$ cat src/hdl/cle_pkg.sv
// Shared types, codes and defaults for the cursor line editor.
package cle_pkg;

  localparam int CAPACITY_DEF = 4096;

  localparam logic [2:0] OP_LEFT   = 3'd0;
  localparam logic [2:0] OP_RIGHT  = 3'd1;
  localparam logic [2:0] OP_BACK   = 3'd2;
  localparam logic [2:0] OP_INSERT = 3'd3;
  localparam logic [2:0] OP_READ   = 3'd4;

  localparam logic [1:0] ST_DONE  = 2'd0;
  localparam logic [1:0] ST_BOUND = 2'd1;
  localparam logic [1:0] ST_FULL  = 2'd2;

  typedef struct packed {
    logic [2:0]  operation;
    logic [7:0]  char_in;
    logic [11:0] position;
  } req_t;

  typedef struct packed {
    logic [12:0] line_length;
    logic [12:0] cursor_index;
    logic [7:0]  char_out;
    logic [1:0]  status;
  } rsp_t;

endpackage

$ cat src/hdl/cle_ctrl.sv
// Gap buffer control: cursor and length registers, store addressing, result register.
module cle_ctrl #(
  parameter int CAPACITY = cle_pkg::CAPACITY_DEF,
  parameter int AW       = $clog2(CAPACITY),
  parameter int CW       = $clog2(CAPACITY + 1)
) (
  input  logic          clk,
  input  logic          rst,
  input  logic          req_valid,
  output logic          req_stall,
  input  cle_pkg::req_t req,
  output logic          rsp_valid,
  input  logic          rsp_stall,
  output cle_pkg::rsp_t rsp,
  output logic          wr_en,
  output logic [AW-1:0] wr_addr,
  output logic [7:0]    wr_data,
  output logic          rd_en,
  output logic [AW-1:0] rd_addr,
  input  logic [7:0]    rd_data
);
  import cle_pkg::*;

  localparam int XW = (CW > 13) ? CW : 13;
  localparam logic [CW-1:0] CAP_C = CW'(CAPACITY);
  localparam logic [CW-1:0] ONE_C = CW'(1);

  typedef enum logic {S_IDLE, S_EXEC} state_t;

  state_t      state;
  logic [CW-1:0] cursor;
  logic [CW-1:0] len;
  logic [2:0]  op_q;
  logic [7:0]  ch_q;
  logic [11:0] pos_q;

  logic          req_acc;
  logic          done;
  logic [CW-1:0] tail;
  logic [CW-1:0] tail_m1;
  logic [CW-1:0] gap;
  logic [XW-1:0] cur_x;
  logic [XW-1:0] len_x;
  logic [XW-1:0] pos_in_x;
  logic [XW-1:0] pos_q_x;
  logic [CW-1:0] rd_addr_c;
  logic [CW-1:0] cursor_next;
  logic [CW-1:0] len_next;
  logic [1:0]    status_c;
  logic [7:0]    char_c;
  logic          wr_want;
  logic [CW-1:0] wr_addr_c;
  logic [7:0]    wr_data_c;
  logic [XW-1:0] len_next_x;
  logic [XW-1:0] cursor_next_x;

  assign req_stall = (state != S_IDLE);
  assign req_acc   = req_valid && !req_stall;
  assign done      = (state == S_EXEC) && (!rsp_valid || !rsp_stall);

  assign gap      = CAP_C - len;
  assign tail     = CAP_C - (len - cursor);
  assign tail_m1  = tail - ONE_C;
  assign cur_x    = XW'(cursor);
  assign len_x    = XW'(len);
  assign pos_in_x = XW'(req.position);
  assign pos_q_x  = XW'(pos_q);

  // issue the store read with the incoming word so data is ready next cycle
  always_comb begin
    case (req.operation)
      OP_LEFT:  rd_addr_c = cursor - ONE_C;
      OP_RIGHT: rd_addr_c = tail;
      OP_READ: begin
        if (pos_in_x < cur_x) begin
          rd_addr_c = pos_in_x[CW-1:0];
        end else begin
          rd_addr_c = pos_in_x[CW-1:0] + gap;
        end
      end
      default:  rd_addr_c = '0;
    endcase
  end

  assign rd_en   = req_acc;
  assign rd_addr = rd_addr_c[AW-1:0];

  always_comb begin
    cursor_next = cursor;
    len_next    = len;
    status_c    = ST_DONE;
    char_c      = 8'd0;
    wr_want     = 1'b0;
    wr_addr_c   = cursor;
    wr_data_c   = rd_data;
    case (op_q)
      OP_LEFT: begin
        if (cursor == '0) begin
          status_c = ST_BOUND;
        end else begin
          cursor_next = cursor - ONE_C;
          wr_want     = 1'b1;
          wr_addr_c   = tail_m1;
        end
      end
      OP_RIGHT: begin
        if (cursor >= len) begin
          status_c = ST_BOUND;
        end else begin
          cursor_next = cursor + ONE_C;
          wr_want     = 1'b1;
        end
      end
      OP_BACK: begin
        if (cursor == '0) begin
          status_c = ST_BOUND;
        end else begin
          cursor_next = cursor - ONE_C;
          len_next    = len - ONE_C;
        end
      end
      OP_INSERT: begin
        if (len >= CAP_C) begin
          status_c = ST_FULL;
        end else begin
          cursor_next = cursor + ONE_C;
          len_next    = len + ONE_C;
          wr_want     = 1'b1;
          wr_data_c   = ch_q;
        end
      end
      OP_READ: begin
        if (pos_q_x >= len_x) begin
          status_c = ST_FULL;
        end else begin
          char_c = rd_data;
        end
      end
      default: status_c = ST_BOUND;
    endcase
  end

  // write back once, on the edge that hands the result over
  assign wr_en   = done && wr_want;
  assign wr_addr = wr_addr_c[AW-1:0];
  assign wr_data = wr_data_c;

  assign len_next_x    = XW'(len_next);
  assign cursor_next_x = XW'(cursor_next);

  always_ff @(posedge clk) begin
    if (rst) begin
      state     <= S_IDLE;
      rsp_valid <= 1'b0;
      cursor    <= '0;
      len       <= '0;
    end else begin
      case (state)
        S_IDLE: begin
          if (req_acc) begin
            state <= S_EXEC;
            op_q  <= req.operation;
            ch_q  <= req.char_in;
            pos_q <= req.position;
          end
        end
        S_EXEC: begin
          if (done) begin
            state  <= S_IDLE;
            cursor <= cursor_next;
            len    <= len_next;
          end
        end
        default: state <= S_IDLE;
      endcase
      if (done) begin
        rsp_valid        <= 1'b1;
        rsp.line_length  <= len_next_x[12:0];
        rsp.cursor_index <= cursor_next_x[12:0];
        rsp.char_out     <= char_c;
        rsp.status       <= status_c;
      end else if (!rsp_stall) begin
        rsp_valid <= 1'b0;
      end
    end
  end

  a_cursor_in_line: assert property (@(posedge clk) disable iff (rst) cursor <= len)
    else $error("cursor beyond line end");
  a_len_in_cap: assert property (@(posedge clk) disable iff (rst) len <= CAP_C)
    else $error("line longer than store");
  a_one_at_a_time: assert property (@(posedge clk) disable iff (rst) req_acc |=> !req_acc)
    else $error("word accepted while one is in flight");
  a_rsp_from_exec: assert property (@(posedge clk) disable iff (rst)
    $rose(rsp_valid) |-> $past(state == S_EXEC))
    else $error("result raised outside execute");
  a_write_in_exec: assert property (@(posedge clk) disable iff (rst)
    wr_en |-> (state == S_EXEC) && !rd_en)
    else $error("store write outside execute");

endmodule

$ cat config.mk
export PLATFORM = sky130hd
export DESIGN_NAME = cle_ctrl
export DESIGN_NICKNAME = d
export VERILOG_FILES = /design/src/hdl/cle_pkg.sv /design/src/hdl/cle_ctrl.sv
export SDC_FILE = /design/constraint.sdc
export NUM_CORES = 1
export LEC_CHECK = 0
export BUFFER_PORTS_ARGS = -buffer_cell sky130_fd_sc_hd__buf_2
export CAP_MARGIN = 15
export CORE_AREA = 4 4 113 115
export DETAILED_ROUTE_END_ITERATION = 8
export DIE_AREA = 0 0 117 119
export PLACE_DENSITY = 0.78
export SYNTH_ARGS = -nofsm -noshare
export SYNTH_HDL_FRONTEND = slang
export SYNTH_SLANG_ARGS = --single-unit
$ cat constraint.sdc
create_clock -name clk -period 3.4 [get_ports clk]
set_clock_uncertainty 0.2 [all_clocks]
set_input_delay 0.34 -clock clk [delete_from_list [all_inputs] [get_ports clk]]
set_output_delay 0.34 -clock clk [all_outputs]
set_load 0.02 [all_outputs]
## Word-level counts from Yosys, hierarchy flattened

Index checks and enable logic that the tools add are counted.
Widths: inputs -> output; s select.

- $add $sub $neg: 9
- Multiply operators: 0
- Divide/modulo/power cells: 0
- Magnitude comparators: 4
- Eq/ne operators: 7
- Shift operators: 0
- Muxes and demuxes: 27
- Bitwise logic cells: 3
- Reduce and logical (&&, ||, !) cells: 15

Operators by type and width:

| kind | count |
|---|---|
| $mux 13 | 5 |
| $pmux 13 s3 | 1 |
| $mux 12 | 3 |
| $pmux 12 s3 | 1 |
| $add 13x1->13 const B | 2 |
| $pmux 13 s2 | 1 |
| $sub 13x1->13 const B | 2 |
| $sub 1x12->12 const A | 2 |
| $mux 8 | 2 |
| $ge 12x13->1 | 1 |
| $ge 13x13->1 | 1 |
| $ge 13x13->1 const B | 1 |
| $logic_not 13->1 | 1 |
| $lt 12x13->1 | 1 |
| $add 12x12->12 | 1 |
| $sub 12x1->12 const B | 1 |
| $sub 12x12->12 | 1 |
| $mux 1 | 9 |
| $pmux 2 s4 | 1 |
| $eq 3x1->1 const B | 2 |
| $eq 3x2->1 const B | 2 |
| $eq 3x3->1 const B | 2 |
| $logic_not 3->1 | 2 |
| $mux 2 | 2 |
| other kinds (10) | 18 |

- Register bits: 87
- Bits in latches: 0
- RAM bits: 0
- Memory bits (read-only): 0
- Output and inout port bits: 72
- Logic and storage cells: 76
- Memories kept: 0

## Longest topological paths before layout

Gate-level depths: netlist of the first run.

- Word-level depth: 5
- Depth in mapped cells: 13
- Gate-level depth less buffers: 12

## Worst setup path before layout of the first run

Ideal clock, no wire load.

- Path type: register -> output
- From: register len[0]
- To: output wr_addr[10]
- Data arrival time: 2,972 ps
- Data required time: 2,860 ps
- Slack: -112 ps
- Cell stages (with the launch flop): 11
- Path through: dfxtp_1 ha_1 inv_1 fa_1 a21o_1 a221oi_1 xnor2_1 nor4_2 nand4_1 xnor2_1 o21ai_0

- Word-level cells in the longest chain between the ends: 5

RTL lines:

| element | line | text |
|---|---|---|
| start: declaration | cle_ctrl.sv:32 | `logic [CW-1:0] len;` |
| start signal: assignment | cle_ctrl.sv:171 | `len <= len_next;` |
| $sub 12x12->12 | cle_ctrl.sv:62 | `assign tail = CAP_C - (len - cursor);` |
| $sub 1x12->12 | cle_ctrl.sv:62 |  |
| $sub 12x1->12 | cle_ctrl.sv:63 | `assign tail_m1 = tail - ONE_C;` |
| $mux 12 | cle_ctrl.sv:98 | `if (cursor == '0) begin` |
| $mux 12 | cle_ctrl.sv:96 | `case (op_q)` |
| end: declaration | cle_ctrl.sv:16 | `output logic [AW-1:0] wr_addr,` |

Every way passes these cells.

## Worst setup path after layout of the first run

- From: register cursor[0] (netlist: cur_x[0])
- To: output wr_addr[11]

- Word-level cells in the longest chain between the ends: 5

RTL lines:

| element | line | text |
|---|---|---|
| start: declaration | cle_ctrl.sv:31 | `logic [CW-1:0] cursor;` |
| start signal: assignment | cle_ctrl.sv:170 | `cursor <= cursor_next;` |
| $sub 12x12->12 | cle_ctrl.sv:62 |  |
| $sub 1x12->12 | cle_ctrl.sv:62 |  |
| $sub 12x1->12 | cle_ctrl.sv:63 |  |
| $mux 12 (*) | cle_ctrl.sv:98 |  |
| $mux 12 (*) | cle_ctrl.sv:96 |  |

Every way passes the cells marked *; elsewhere a longest branch is shown, timed or not.

==> results of run 1 <==
==> synth_stat cells (3+ instances only) <==
cell type / n
a21o_1: 12
nand2b_1: 8
nor3b_1: 3
nand4_1: 12
o22ai_1: 11
a31oi_1: 5
and2_1: 12
nand2_1: 89
a211oi_1: 12
o211ai_1: 5
edfxtp_1: 59
clkbuf_1: 20
nor2b_1: 9
or3b_2: 3
xnor2_1: 44
xor2_1: 6
nor2_1: 85
or3_1: 8
o21a_1: 8
buf_2: 5
ha_1: 53
a311oi_1: 6
a221oi_1: 9
nor4_1: 5
and3_1: 14
nor3_1: 21
o21ai_0: 53
o31ai_1: 5
nand3_1: 26
a21oi_1: 46
dfxtp_1: 28
o2111ai_1: 3
a2111oi_0: 4
mux2i_1: 10
inv_1: 40
==> state kept, by name, indices dropped and copies added (netlist names) <==
| signal | flops |
|---|---|
| rsp | 36 |
| rsp_valid | 1 |
| op_q | 3 |
| ch_q | 8 |
| pos_q | 12 |
| cur_x | 13 |
| req_stall | 1 |
| len | 13 |
==> cell families after synthesis <==
| kind of cell | after synthesis |
|---|---|
| fa+ha+maj | 55 |
| flops | 87 |
| buf+inv | 69 |
| compound gates | 204 |
| xor+xnor | 50 |
| mux | 10 |
| simple gates | 309 |
==> power breakdown <==
group / switching (uW) / internal, uW / leakage, uW / total (uW)
sequential: 24.0 / 1180 / 0.000789 / 1200
combinational: 760 / 550 / 0.00268 / 1310
clock: 432 / 595 / 0.000154 / 1030
==> timing repair <==
| action | CTS | global route |
|---|---|---|
| buffers inserted | 10 | 12 |
| cloned | 0 | 3 |
| endpoints found under the hold margin | 8 | 1 |
| hold buffers | 8 | 1 |
| pin swaps | 23 | 18 |
| gates resized for setup | 42 | 64 |
| setup endpoints to repair | 17 | 27 |
==> worst max path at each step <==
stage	endpoint	slack, ns
finish	wr_addr[11]	-0.18
global route	wr_addr[11]	-0.31
CTS	wr_addr[11]	-0.14
detailed placement	wr_addr[11]	-0.10
global placement	wr_addr[11]	0.04
floorplan	wr_addr[10]	0.04
==> cell type report <==
class / instances / share of cell area, %
Tap cell: 147 / 2.083
Sequential cell: 87 / 26.61
Multi-Input combinational cell: 631 / 50.81
Clock inverter: 6 / 0.7509
Inverter: 41 / 1.828
Clock buffer: 10 / 2.706
Timing Repair Buffer: 205 / 15.22
==> critical path: stages, from the launching register on <==
cell      delay [ns]
dfxtp_2         0.33
inv_2           0.07
ha_4            0.13
inv_2           0.04
fa_2            0.34
a21o_1          0.21
a221oi_4        0.29
buf_4           0.18
a21oi_4         0.07
mux2i_2         0.18
nor4_2          0.23
nand4_1         0.14
xnor2_1         0.15
o21ai_1         0.17
buf_4           0.16
==> placed cells by master (no fill, tap or decap), types with 8 or more instances in the layout <==
cell type,synthesis,layout
nor2_1,85,83
and3_1,14,12
ha_1,53,41
nand2b_1,8,8
a211oi_1,12,9
a21o_1,12,12
o21a_1,8,8
or3_1,8,8
mux2i_1,10,8
nor3_1,21,19
o22ai_1,11,10
and2_1,12,12
inv_2,0,9
ha_4,0,8
dfxtp_1,28,16
clkbuf_16,0,9
o21ai_0,53,43
inv_1,40,30
nand3_1,26,24
xnor2_1,44,41
nand2_1,89,88
edfxtp_1,59,59
dlygate4sd3_1,0,9
a21oi_1,46,38
buf_4,0,94
dfxtp_2,0,11
nand4_1,12,12
o21ai_1,1,10
buf_2,5,96
==> metal layers <==
metal  routed length (um)  global-route usage, %
met5                    0                      0
met2                11090                  51.64
met3                 2020                  7.419
met1                 9347                  42.24
met4                 1176                  16.06
==> stage by stage <==
step           hold WS, ns  worst slack [ns]  instance area [um^2]  setup TNS, ns  power (uW)
6_report           0.03649           -0.1806                  8831        -0.6187        3539
5_1_grt            0.04572           -0.3114                  8831         -1.696        3683
4_1_cts         0.00004674           -0.1423                  8469        -0.4502        3430
3_5_place_dp        0.3164           -0.1015                  7841        -0.1019        2347
3_3_place_gp        0.2879           0.04187                  7841              0        2321
2_1_floorplan       0.2221           0.03864                  6725              0        1962
==> impl_metrics.toml, run 1 <==
[floorplan]
die_h_um = 119
die_x_um = 117
io_pins = 107
coreArea_um2 = 11810
initial_core_util_pct = 56.94
row_count = 40
dieArea_um2 = 13920

[sta]
min_period_ns = 3.581
rsz0062_at_grt = "true"
slew_headroom_pct = 49.73
fin_ws_ns = -0.1806
fin_crit_sh_pct = 105.3
hold_viol_final = 0
max_freq_ghz = 0.2793
setup_viol = 5
worstMarginPinSlew_ns = 0.7541
slew_violations = 0

[cells_and_area]
fill_cells = 882
n_antenna_cell = 0
final_nets = 1065
drive_gt1_share_pct = 31.43
multi_input_area_um2 = 4487
post-route-util_pct = 74.77
stdcell_count = 1127
regArea_um2 = 2350
syn_to_final_growth_pct = 31.31

[yosys]
ys_warn_count = 0
syn_nets = 874
syn_inst = 784
synth.distinct_cells = 72
yosys.area_share.adder_pct = 10.46
ys.flop_type = "edfxtp_1"
ys_seq_elements = 87
synth_xor_area_share_pct = 6.512
netlist_area_um2 = 6725
synth.area.top_cells = "edfxtp_1, ha_1, dfxtp_1, xnor2_1, nand2_1"
async_flop_share_pct = 0
avgSynthCellArea_um2 = 8.578
yosysTopAreaCell = "edfxtp_1"
synth_edf_count = 59
synth_top_family_by_area = "simple AND/OR/NAND/NOR gates"
synth_top_area_share_pct = 26.34
synthMuxAreaShare_pct = 1.488
synth-simple-area-share_pct = 22.47
synth_compound_area_share_pct = 20.33
yosysSeqAreaShare_pct = 34.68

[clock_network]
cts.reportedPaths.clkPinSlew_ns = 0.06
cts_root_buf = "clkbuf_16"
cts_htree_levels = 3
cts_buffers = 9
cts_max_path_buffers = 2
clk_latency_ns = 0.35
cts_tree = "yes"
clock-sinks = 87

[status]
violations = "setup timing"
status = "complete, but fails checks"

[critical_path]
endpoint_kind = "output pin"
critPathRequiredTime_ns = 2.86
r2r_cells = 10
crit_fanout = 2
arrival_ns = 3.04
critical_path.startpoint = "cur_x[0]$_SDFFE_PP0P_"
reg2reg_slack_ns = 0.12
crit_type = "flip-flop to output pin"
r2r_start = "len[2]$_SDFFE_PP0P_"
startpoint_type = "flip-flop"
r2r-end = "cur_x[6]$_SDFFE_PP0P_"

[worst_hold_path]
hold_class = "input pin to flip-flop"
hp-start = "req[1]"
min_to = "pos_q[1]$_DFFE_PP_"
hold_depth = 1

[drt]
wire_per_inst_um = 20.97
routed_wl_um = 23640
vias = 7040
first_iter_violations = 691
drc_errors = 0
drtPass1Iterations = 7
ant_nets = 0
routed_via_density = 6.247

[global_route]
gr-total-overflow = 0
grt_pass1_wl_um = 35190
grt_max_degree = 31
antenna_found_initial = 0
grt_usage_pct = 32.86
first_global_vias = 6621

[pwr]
peakVddDrop_uv = 228.4
powerDensity_nw_per_um2 = 400.8
leakagePower_uw = 0.003619

[run]
drv_cap = 0

[placed_design]
io_buffers = 106
place_inst = 1077
dp_hpwl_um = 17750
globalplace.congestion = 1.008
No activity file was read; power rests on OpenSTA's default activity.
==> run 2, diff against run 1 <==
--- a/config.mk
+++ b/config.mk
@@ -7,10 +7,11 @@
 export LEC_CHECK = 0
 export BUFFER_PORTS_ARGS = -buffer_cell sky130_fd_sc_hd__buf_2
 export CAP_MARGIN = 15
-export CORE_AREA = 4 4 113 115
+export CORE_AREA = 4 4 155 157
 export DETAILED_ROUTE_END_ITERATION = 8
-export DIE_AREA = 0 0 117 119
-export PLACE_DENSITY = 0.78
+export DIE_AREA = 0 0 159 161
+export PLACE_DENSITY = 0.45
+export SETUP_SLACK_MARGIN = 0.05
 export SYNTH_ARGS = -nofsm -noshare
 export SYNTH_HDL_FRONTEND = slang
 export SYNTH_SLANG_ARGS = --single-unit
==> impl_metrics.toml, run 2 (same netlist as run 1, synthesis figures left out) <==
[global_route]
grt_usage_pct = 19.52
gr-total-overflow = 0
grt_max_degree = 31
grt_pass1_wl_um = 38820
antenna_found_initial = 0
first_global_vias = 6532

[sta]
rsz0062_at_grt = "true"
slew_headroom_pct = 48.09
max_freq_ghz = 0.2934
hold_viol_final = 0
setup-tns-final_ns = -0.008535
min_period_ns = 3.409
fin_hold_ws_ns = 0.03395
fin_crit_sh_pct = 100.3
setup_viol = 1
slew_violations = 0
fin_ws_ns = -0.008535
worstMarginPinSlew_ns = 0.7786

[critical_path]
critPathRequiredTime_ns = 2.86
startpoint_type = "flip-flop"
crit_fanout = 2
endpoint_kind = "output pin"
crit_type = "flip-flop to output pin"
arrival_ns = 2.87
r2r_cells = 13

[cells_and_area]
final_cell_mix = "buf_4, buf_2, nand2_1"
drive_gt1_share_pct = 34.67
final_common_cell = "buf_4"
n_antenna_cell = 0
syn_to_final_growth_pct = 38.16
largest_reg_flops = 36
stdcell_area_um2 = 9291
final_nets = 1080
top_register = "rsp"

[drt]
ant_nets = 0
drtPass1Iterations = 5
routed_via_density = 5.258
wire_per_inst_um = 19.84
first_iter_violations = 385
routed_wl_um = 25390
drc_errors = 0
vias = 6730

[pwr]
leakagePower_uw = 0.003735
powerDensity_nw_per_um2 = 386.0
peakVddDrop_uv = 216.1

[clock_network]
clock-sinks = 87
cts_htree_levels = 3
clk_latency_ns = 0.35
cts.reportedPaths.clkPinSlew_ns = 0.07
cts_buffers = 9
cts_tree = "yes"
cts_root_buf = "clkbuf_16"
cts_max_path_buffers = 2

[placed_design]
globalplace.congestion = 0.8775
io_buffers = 106
dp_hpwl_um = 19790
place_area_um2 = 8190

[floorplan]
die_h_um = 161
die_x_um = 159
coreArea_um2 = 22500
row_count = 55
initial_core_util_pct = 29.89
io_pins = 107
dieArea_um2 = 25600

[run]
drv_cap = 0

[worst_hold_path]
hold_depth = 1
hold_class = "input pin to flip-flop"

[status]
status = "complete, but fails checks"
violations = "setup timing"
run 2: changes by cell type in the layout (fill, tap and decap cells not counted), sizes merged:
| cell | before | now |
|---|---|---|
| buf | 196 | 214 |
| or2b | 4 | 1 |
| clkinv | 2 | 4 |
| bufinv | 1 | 0 |
| clkbuf | 10 | 9 |
| clkinvlp | 2 | 1 |
| inv | 42 | 43 |
run 2: stage by stage:
| step | total power, uW | instances | utilization (%) | setup WS, ns |
|---|---|---|---|---|
| 4_1_cts | 3548 | 1272 | 39.89 | -0.02082 |
| 3_3_place_gp | 2422 | 1233 | 36.40 | 0.1086 |
| 5_1_grt | 3780 | 1280 | 41.29 | -0.1544 |
| 2_1_floorplan | 1968 | 784 | - | 0.03864 |
| 3_5_place_dp | 2416 | 1233 | 36.40 | 0.1065 |
| 6_report | 3587 | 1280 | 41.29 | -0.008535 |
run 2: layout make-up:
| class | count | area [um^2] |
|---|---|---|
| timing repair buffer | 223 | 1555 |
| multi-input combinational | 628 | 4547 |
| fill | 2297 | 13210 |
| sequential | 87 | 2367 |
| inverter | 41 | 166.4 |
| tap | 285 | 356.6 |
| clock inverter | 7 | 73.82 |
| clock buffer | 9 | 225.2 |
run 2: report_power, final:
part / switching [uW] / leakage, uW / internal [uW]
Combinational: 783 / 0.00280 / 600
Clock: 485 / 0.000147 / 520
Sequential: 22.8 / 0.000793 / 1170
Total: 1290 / 0.00374 / 2300
run 2: worst paths after layout:
kind / slack (ns) / end / startpoint
setup / recovery: -0.009 / wr_addr[11] / cur_x[0]$_SDFFE_PP0P_
hold / removal: 0.03 / pos_q[1]$_DFFE_PP_ / req[1]
setup reg to reg: 0.21 / cur_x[0]$_SDFFE_PP0P_ / len[4]$_SDFFE_PP0P_
hold reg to reg: 0.32 / cur_x[6]$_SDFFE_PP0P_ / cur_x[6]$_SDFFE_PP0P_
run 2: critical path: stages (launching register included):
cell	delay (ns)
dfxtp_2	0.33
inv_2	0.07
ha_4	0.14
inv_2	0.04
fa_2	0.33
a21o_1	0.21
a221oi_2	0.24
buf_4	0.17
a21oi_4	0.06
mux2i_2	0.17
nor4_2	0.22
nand4_1	0.13
xnor2_1	0.16
o21ai_2	0.12
buf_6	0.13
run 2: layer usage:
metal / GRT usage [%] / routed length (um)
met1: 26.40 / 11520
met2: 31.01 / 11620
met3: 3.547 / 1357
met4: 7.929 / 891
met5: 0 / 0
run 2: what timing repair did:
item | 4_1_cts | 5_1_grt
pin swaps | 20 | 22
setup buffers | 14 | 8
hold buffers | 9 | 0
setup endpoints to repair | 23 | 32
endpoints found under the hold margin | 9 | 0
resized for setup | 78 | 72
cloned | 0 | 0
